==> src/rtl/sdu_pkg.sv <==
// Shared types and constants for the serial deframer / unstuffer.
// No dependencies.
`default_nettype none

package sdu_pkg;

    localparam int unsigned ByteW = 8;

    typedef logic [ByteW-1:0] t_byte;

    typedef enum logic {
        REG_FRAME_MARKER  = 1'b0,
        REG_ESCAPE_MARKER = 1'b1
    } t_reg_idx;

    localparam t_byte FRAME_MARKER_RST  = 8'hFE;
    localparam t_byte ESCAPE_MARKER_RST = 8'hFD;
    localparam t_byte ESC_XOR_MASK      = 8'h20;

endpackage

`default_nettype wire

==> src/rtl/serial_deframer_unstuffer.sv <==
// Serial byte deframer with escape removal.
// Depends on sdu_pkg.
//
// Usage:
//   Input channel: one raw received byte per transaction (i_in_valid / o_in_stall).
//   Output channel: one result per transaction (o_out_valid / i_out_stall),
//   carrying a payload byte, an end-of-frame flag and an escape error flag.
//   A frame marker closes the frame; the last payload byte is held back so it
//   leaves with end_of_frame set. Empty frames produce nothing, unless they end in a
//   dangling escape, which gives a byte-less result with the escape error flag set.
//   Config: i_cfg_we writes i_cfg_data to register i_cfg_idx
//   (0 frame marker, 1 escape marker); write only while idle.
//   One byte accepted per cycle sustained while the output is not stalled. A byte
//   is registered in the input register, then the per-byte compare/update logic
//   loads the result register from it.
// Reset:
//   Markers return to 0xFE / 0xFD, pipeline empties, and all bytes up to
//   and including the first frame marker are discarded.
// Stall:
//   While the result register is stalled, the input register holds and
//   o_in_stall rises once it is occupied; nothing is dropped.
`default_nettype none

module serial_deframer_unstuffer (
    input  wire               i_clk,
    input  wire               i_rst_n,
    input  wire               i_in_valid,
    output logic              o_in_stall,
    input  wire sdu_pkg::t_byte i_rx_byte,
    output logic              o_out_valid,
    input  wire               i_out_stall,
    output sdu_pkg::t_byte    o_frame_byte,
    output logic              o_has_byte,
    output logic              o_end_of_frame,
    output logic              o_escape_error,
    input  wire               i_cfg_we,
    input  wire sdu_pkg::t_reg_idx i_cfg_idx,
    input  wire sdu_pkg::t_byte i_cfg_data
);
    import sdu_pkg::*;

    t_byte r_frame_marker;
    t_byte r_escape_marker;

    logic  r_in_valid;
    t_byte r_in_byte;

    logic  r_hunt, n_hunt;
    logic  r_esc, n_esc;
    logic  r_held_v, n_held_v;
    t_byte r_held, n_held;

    logic  r_out_valid;
    t_byte r_out_byte;
    logic  r_out_has, r_out_eof, r_out_err;

    logic  res_v, res_has, res_eof, res_err;
    t_byte res_byte;
    logic  adv, proc;

    assign adv        = !r_out_valid || !i_out_stall;
    assign proc       = r_in_valid && adv;
    assign o_in_stall = r_in_valid && !adv;

    always_ff @(posedge i_clk) begin
        if (!i_rst_n) begin
            r_frame_marker  <= FRAME_MARKER_RST;
            r_escape_marker <= ESCAPE_MARKER_RST;
        end else if (i_cfg_we) begin
            case (i_cfg_idx)
                REG_FRAME_MARKER:  r_frame_marker  <= i_cfg_data;
                REG_ESCAPE_MARKER: r_escape_marker <= i_cfg_data;
                default:           r_frame_marker  <= r_frame_marker;
            endcase
        end
    end

    always_comb begin
        n_hunt   = r_hunt;
        n_esc    = r_esc;
        n_held_v = r_held_v;
        n_held   = r_held;
        res_v    = 1'b0;
        res_byte = '0;
        res_has  = 1'b0;
        res_eof  = 1'b0;
        res_err  = 1'b0;
        if (r_hunt) begin
            if (r_in_byte == r_frame_marker) n_hunt = 1'b0;
        end else if (r_in_byte == r_frame_marker) begin
            if (r_held_v) begin
                res_v    = 1'b1;
                res_byte = r_held;
                res_has  = 1'b1;
                res_eof  = 1'b1;
                res_err  = r_esc;
            end else if (r_esc) begin
                res_v   = 1'b1;
                res_eof = 1'b1;
                res_err = 1'b1;
            end
            n_held_v = 1'b0;
            n_held   = '0;
            n_esc    = 1'b0;
        end else if (!r_esc && r_in_byte == r_escape_marker) begin
            n_esc = 1'b1;
        end else begin
            if (r_held_v) begin
                res_v    = 1'b1;
                res_byte = r_held;
                res_has  = 1'b1;
            end
            n_held   = r_esc ? (r_in_byte ^ ESC_XOR_MASK) : r_in_byte;
            n_held_v = 1'b1;
            n_esc    = 1'b0;
        end
    end

    always_ff @(posedge i_clk) begin
        if (!i_rst_n) begin
            r_in_valid  <= 1'b0;
            r_out_valid <= 1'b0;
            r_hunt      <= 1'b1;
            r_esc       <= 1'b0;
            r_held_v    <= 1'b0;
            r_held      <= '0;
        end else begin
            if (!o_in_stall) r_in_valid <= i_in_valid;
            if (adv) r_out_valid <= proc && res_v;
            if (proc) begin
                r_hunt   <= n_hunt;
                r_esc    <= n_esc;
                r_held_v <= n_held_v;
                r_held   <= n_held;
            end
        end
    end

    always_ff @(posedge i_clk) begin
        if (i_in_valid && !o_in_stall) r_in_byte <= i_rx_byte;
        if (adv) begin
            r_out_byte <= res_byte;
            r_out_has  <= res_has;
            r_out_eof  <= res_eof;
            r_out_err  <= res_err;
        end
    end

    assign o_out_valid    = r_out_valid;
    assign o_frame_byte   = r_out_byte;
    assign o_has_byte     = r_out_has;
    assign o_end_of_frame = r_out_eof;
    assign o_escape_error = r_out_err;

    a_err_only_at_eof: assert property (@(posedge i_clk) disable iff (!i_rst_n)
        r_out_valid && r_out_err |-> r_out_eof)
        else $error("escape error without end of frame");

    a_empty_byte_zero: assert property (@(posedge i_clk) disable iff (!i_rst_n)
        r_out_valid && !r_out_has |-> r_out_byte == '0 && r_out_eof && r_out_err)
        else $error("byte-less result malformed");

    a_hunt_no_frame: assert property (@(posedge i_clk) disable iff (!i_rst_n)
        r_hunt |-> !r_esc && !r_held_v)
        else $error("frame state active while hunting");

    a_hold_on_stall: assert property (@(posedge i_clk) disable iff (!i_rst_n)
        r_in_valid && !adv |=> r_in_valid && $stable(r_in_byte))
        else $error("input register lost a byte under stall");

endmodule

`default_nettype wire
==> config.mk <==
export PLATFORM = sky130hd
export DESIGN_NAME = serial_deframer_unstuffer
export DESIGN_NICKNAME = d
export VERILOG_FILES = /design/src/rtl/sdu_pkg.sv /design/src/rtl/serial_deframer_unstuffer.sv
export SDC_FILE = /design/constraint.sdc
export NUM_CORES = 1
export LEC_CHECK = 0
export ABC_AREA = 1
export BUFFER_PORTS_ARGS = -buffer_cell sky130_fd_sc_hd__buf_2
export CORE_ASPECT_RATIO = 1.5
export CORE_UTILIZATION = 45
export CTS_CLUSTER_DIAMETER = 50
export DETAILED_ROUTE_END_ITERATION = 8
export GPL_ROUTABILITY_DRIVEN = 0
export PLACE_DENSITY = 0.7
export SETUP_SLACK_MARGIN = 0.15
export SLEW_MARGIN = 20
export SYNTH_ARGS = -nofsm -noshare
export SYNTH_HDL_FRONTEND = slang
export SYNTH_SLANG_ARGS = --single-unit
export TNS_END_PERCENT = 20
==> constraint.sdc <==
create_clock -name i_clk -period 1.5 [get_ports i_clk]
set_input_delay 0.3 -clock i_clk [delete_from_list [all_inputs] [get_ports i_clk]]
set_output_delay 0.3 -clock i_clk [all_outputs]
set_load 0.1 [all_outputs]
==> results of run 1 <==
## synth_stat cells
| library cell | number |
|---|---|
| buf_2 | 1 |
| nor2_2 | 1 |
| xnor2_1 | 10 |
| nand4_1 | 1 |
| a21oi_1 | 2 |
| nor2_1 | 20 |
| buf_1 | 1 |
| inv_1 | 30 |
| a21oi_2 | 3 |
| xor2_1 | 1 |
| o21ai_0 | 3 |
| nand2_1 | 51 |
| nand2_4 | 3 |
| clkbuf_1 | 1 |
| dfxtp_1 | 29 |
| o211ai_1 | 4 |
| edfxtp_1 | 19 |
| nand3_1 | 20 |
| nand2_8 | 1 |
| nand2_2 | 1 |
| inv_4 | 1 |
| nor2_4 | 2 |
| o21ai_2 | 9 |
| inv_2 | 1 |
| a211oi_1 | 1 |
## what timing repair did
| action | in CTS | in global routing |
|---|---|---|
| resized for setup | 20 | 12 |
| hold buffers | 0 | 0 |
| setup endpoints to repair | 27 | 32 |
| pin swaps | 10 | 9 |
| setup buffers | 5 | 4 |
| cloned | 1 | 1 |
## layout make-up
type | instances | area [µm²] | area share
clock buffers | 6 | 72.6 | 0.0277
flip-flops and latches | 48 | 1150 | 0.441
repair buffers | 47 | 317 | 0.121
inverters | 32 | 133 | 0.0506
repair inverters | 1 | 6.26 | 0.00239
well taps | 46 | 57.6 | 0.0220
clock inverters | 2 | 35.0 | 0.0134
multi-input cells | 134 | 845 | 0.322
## layout by cell type (no fill, tap or decap), drive strengths merged
| cell type | n |
|---|---|
| a21oi | 5 |
| buf | 39 |
| dfxtp | 29 |
| xnor2 | 10 |
| bufinv | 1 |
| clkinv | 1 |
| o211ai | 4 |
| nand4 | 1 |
| clkbuf | 14 |
| nor2 | 23 |
| inv | 33 |
| xor2 | 1 |
| nand3 | 20 |
| nand2 | 57 |
| o21ai | 12 |
| edfxtp | 19 |
| a211oi | 1 |
## logic make-up (layout without fill, tap and decap cells)
group | after synthesis | after routing | share of synthesized area
compound gates | 22 | 22 | 0.0833
xor+xnor | 11 | 11 | 0.0479
buf+inv | 35 | 88 | 0.0672
flops | 48 | 48 | 0.572
simple gates | 100 | 101 | 0.229
## sequential cells by signal, indices dropped and copies added, names as in the netlist
| name | cells |
|---|---|
| r_hunt | 1 |
| r_held | 8 |
| o_has_byte | 1 |
| r_escape_marker | 8 |
| r_in_byte | 8 |
| r_in_valid | 1 |
| o_escape_error | 1 |
| r_held_v | 1 |
| r_esc | 1 |
| o_out_valid | 1 |
| o_end_of_frame | 1 |
| o_frame_byte | 8 |
| r_frame_marker | 8 |
## critical path, cell delays in order, from the launching register on
cell	delay, ps
edfxtp_1	430
buf_6	150
inv_4	40
nor2_2	40
nor2_1	90
nand3_1	120
nor2_4	200
nand2_8	90
nand2_8	120
nand2_4	110
o21ai_2	120
## per-layer routing
layer  track usage  vias up  routed length (µm)
li1              -      798                   -
met1         0.187      739                1580
met2         0.349       42                2290
met3        0.0481        8                 142
met4        0.0710        0                  71
met5             0        -                   0
## per-stage QoR
step / hold slack [ps] / util / instance area [µm²] / worst slack [ps] / instances
after detailed placement: 462 / 0.543 / 2300 / -39.3 / 297
after global routing: 155 / 0.617 / 2620 / -143 / 316
after floorplan: 399 / - / 2040 / -192 / 216
after global placement: 459 / 0.543 / 2300 / 16.9 / 297
after CTS: 169 / 0.599 / 2540 / -21.6 / 311
final: 172 / 0.617 / 2620 / -70.4 / 316
## worst paths after layout
| check | startpoint | endpoint | slack (ps) | cells after the start |
|---|---|---|---|---|
| worst max register to register | r_in_byte[4]$_DFFE_PP_ | r_held[3]$_SDFFE_PN0P_ | -70 | 10 |
| worst min register to register | r_in_valid$_SDFFE_PN0N_ | o_out_valid$_SDFFE_PN0N_ | 470 | 2 |
| worst max-delay path | r_in_byte[4]$_DFFE_PP_ | r_held[3]$_SDFFE_PN0P_ | -70 | 10 |
| worst min-delay path | i_rx_byte[4] | r_in_byte[4]$_DFFE_PP_ | 170 | 1 |
## power groups by stage
| stage | clock network, W | registers (W) | logic (W) |
|---|---|---|---|
| 5_1_grt | 0.000958 | 0.00143 | 0.000267 |
| 4_1_cts | 0.000906 | 0.00142 | 0.000228 |
| 2_1_floorplan | 0 | 0.00145 | 0.000139 |
| 6_report | 0.000897 | 0.00143 | 0.000242 |
| 3_3_place_gp | 0 | 0.00145 | 0.000200 |
| 3_5_place_dp | 0 | 0.00146 | 0.000203 |
==> flow_metrics.tcl, run 1 <==
set metrics [dict create \
    status "complete, but fails checks" \
    slew_headroom 0.687 \
    first_pass_iters 4 \
    cts_made_buffers 5 \
    swShare 0.223 \
    pwr-share-seq 0.556 \
    vias_per_cell 5.02 \
    insertion_delay_ps 300 \
    path_max_fanout 5 \
    core_um2 4250 \
    n_fill_cell 363 \
    ir_drop_mv 0.847 \
    row_count 29 \
    synth.area.top_cells "dfxtp_1 (29%), edfxtp_1 (28%), nand2_1 (9.5%)" \
    dpl.hpwl_um 2740 \
    crit_arrival_ps 1800 \
    tritoncts "yes" \
    synth_largest_area_cell "dfxtp_1" \
    hold_path.class "primary input to flip-flop" \
    tightest_slew_ps 467 \
    p_leak_nw 1.17 \
    synth_nets 238 \
    antenna_cells 0 \
    path_clk_slew_ps 80 \
    post_drt_wl_per_cell_um 12.9 \
    ant_nets 0 \
    die_y_um 83.9 \
    finalWirelength_um 4080 \
    die-area_um2 4750 \
    die_width_um 56.6 \
    grtUsageTotal 0.185 \
    grt_pass1_vias 1511 \
    period_minus_slack_ps 1570 \
    grt_setup_unrepaired "yes" \
    antenna_found_initial 0 \
    synth.top_cell.area_share 0.289 \
    cap_violations 0 \
    clockBufferDepth 2 \
    synth_seq_area_share 0.572 \
    finalClockSkew_ps 8.54 \
    synth.distinct_cells 25 \
    clock_sink_count 48 \
    num_vias 1587 \
    drtIter0Drc 48 \
    nets 291 \
    power_switching_w 0.000572 \
    min_period_over_period 1.05 \
    postSynthCellCount 216 \
    area_delta_synth_final_pct 30.2 \
    htree_levels 2 \
    fmax_mhz 637 \
    required_ps 1730 \
    pwr-share-clk 0.350 \
    grt_max_degree 19 \
    drc 0 \
    fin_ws_ps -70.4 \
    ys.warnings.count 0 \
    io_pins 35 \
    grt_pass1_wl_um 6740 \
    fin_total_pwr_w 0.00256 \
    drive_above_1_share 0.344 \
    syn_area_um2 2010 \
    hold_violations 0 \
    start_util 0.474 \
    cts-root-buf "clkbuf_8" \
    path_class "flip-flop to flip-flop" \
    synth-seq-cells 48 \
    violations "setup timing" \
    end_kind "flip-flop" \
    avgSynthCellArea_um2 9.31 \
    powerDensity_nw_per_um2 979 \
    fin_tns_setup_ps -984 \
    drv_slew 0 \
    finalSetupViolations 20 \
    pwr-share-comb 0.094 \
    startpoint_type "flip-flop" \
    overflow 0 \
    p_int_w 0.00199 \
    port-buffer-count 34 \
]
Power figures use the tool's default switching activity.
==> run 2, diff against run 1 <==
Settings changed: CORE_UTILIZATION 45 to 54, PLACE_DENSITY 0.7 to 0.81.
==> flow_metrics.tcl, run 2 (synthesized netlist as in run 1, its figures left out) <==
set metrics [dict create \
    die_width_um 51.8 \
    period_minus_slack_ps 1570 \
    nets 293 \
    die-area_um2 3980 \
    vias_per_cell 5.08 \
    clockBufferDepth 2 \
    crit_arrival_ps 1810 \
    end_kind "flip-flop" \
    crit_path_start "r_in_byte[1]$_DFFE_PP_" \
    crit_family "simple AND/OR/NAND/NOR gates" \
    fin_tns_setup_ps -560 \
    register_area_um2 1150 \
    finalClockSkew_ps 7.32 \
    insertion_delay_ps 300 \
    core_um2 3480 \
    overflow 0 \
    drv_slew 0 \
    antenna_found_initial 0 \
    hold_path.class "primary input to flip-flop" \
    cpPeakStageDelay_ps 450 \
    cp_slowest_cell "edfxtp_1" \
    n_fill_cell 238 \
    hold_violations 0 \
    first_pass_iters 4 \
    slew_headroom 0.708 \
    post_drt_wl_per_cell_um 13.6 \
    path_clk_slew_ps 80 \
    grt_setup_unrepaired "yes" \
    powerDensity_nw_per_um2 913 \
    htree_levels 2 \
    tightest_slew_ps 437 \
    required_ps 1740 \
    grt_max_degree 20 \
    row_count 26 \
    worstPathCellList "xnor2_1 > nand2_1 > nor2_4 > nand2_4 > nand2_8 > nand2_8 > inv_8 > nand3_2 > o21ai_2" \
    cts_made_buffers 5 \
    final_common_cell "nand2_1" \
    finalWirelength_um 4270 \
    drive_above_1_share 0.349 \
    p_leak_nw 1.17 \
    path_class "flip-flop to flip-flop" \
    dpl.hpwl_um 2670 \
    finalSetupViolations 12 \
    r2r-start "r_in_byte[1]$_DFFE_PP_" \
    cp_num_buf_inv 1 \
    die_y_um 76.8 \
    fin_ws_ps -66.1 \
    grt_most_used_layer "met2" \
    area_delta_synth_final_pct 30.7 \
    io_pins 35 \
    fmax_mhz 639 \
    worstHoldStart "i_rx_byte[0]" \
    grt_pass1_vias 1625 \
    r2r_slack_ps -70 \
    drtIter0Drc 36 \
    ir_drop_mv 0.736 \
    antenna_cells 0 \
    met3_usage 0.0536 \
    num_vias 1595 \
    grtUsageTotal 0.246 \
    ant_nets 0 \
    start_util 0.578 \
    startpoint_type "flip-flop" \
    cap_violations 0 \
    clock_sink_count 48 \
    port-buffer-count 34 \
    layout_common_cells "nand2_1 (48), inv_1 (28), dfxtp_1 (28), buf_2 (21)" \
    min_period_over_period 1.04 \
    hold_ws_ps 165 \
    ctsHoldBuffers 0 \
    met2_usage 0.423 \
    final_core_util 0.756 \
    drc 0 \
    cpMostUsedCell "nand2_8" \
    cts-root-buf "clkbuf_8" \
    met1_usage 0.258 \
    path_max_fanout 5 \
    multi_input_area_um2 862 \
    tritoncts "yes" \
    status "complete, but fails checks" \
    violations "setup timing" \
    grt_pass1_wl_um 7060 \
]
-- run 2: final cells by class --
| cell class | instances | share of cell area |
|---|---|---|
| Clock buffer | 7 | 0.0290 |
| Clock inverter | 1 | 0.00190 |
| Inverter | 32 | 0.0495 |
| Multi-Input combinational cell | 134 | 0.328 |
| Sequential cell | 48 | 0.439 |
| Tap cell | 42 | 0.0200 |
| Timing Repair Buffer | 49 | 0.129 |
| Timing Repair inverter | 1 | 0.00333 |
-- run 2: layer usage --
| layer | wire [µm] | part of all wire | vias up |
|---|---|---|---|
| met2 | 2330 | 0.55 | 50 |
| met1 | 1620 | 0.38 | 733 |
| met4 | 184 | 0.043 | 0 |
| li1 | - | - | 795 |
| met3 | 138 | 0.032 | 17 |
| met5 | 0 | 0 | - |
-- run 2: worst reg2reg max path: stages, from the launching register on --
cell	delay (ps)
edfxtp_1	450
xnor2_1	180
nand2_1	120
nor2_4	190
nand2_4	100
nand2_8	100
nand2_8	110
inv_8	120
nand3_2	70
o21ai_2	60
-- run 2: path summary, 6_finish.rpt --
check,end,cells past startpoint
min,r_in_byte[0]$_DFFE_PP_,1
max reg2reg,r_held[5]$_SDFFE_PN0P_,9
min reg2reg,r_held[3]$_SDFFE_PN0P_,2
max,r_held[5]$_SDFFE_PN0P_,9
-- run 2: through the flow --
stage          total power, W  cells  setup WS [ps]  cell area [µm²]
3_5_place_dp          0.00165    292          -1.55             2290
6_report              0.00240    314          -66.1             2630
5_1_grt               0.00249    314           -164             2630
2_1_floorplan         0.00158    216           -192             2040
4_1_cts               0.00239    312           5.65             2580
3_3_place_gp          0.00165    292           35.0             2290
-- run 2: timing repair --
action,CTS,global route
gates resized for setup,19,15
endpoints found under the hold margin,0,0
setup endpoints to repair,23,36
pin swaps,16,8
gates cloned,2,0
buffers inserted,10,2
-- run 2: power breakdown --
group / leakage [nW] / switching, W / internal [W]
logic: 0.673 / 0.000140 / 0.000110
registers: 0.452 / 0.0000340 / 0.00139
clock network: 0.0422 / 0.000400 / 0.000327
total: 1.17 / 0.000574 / 0.00183
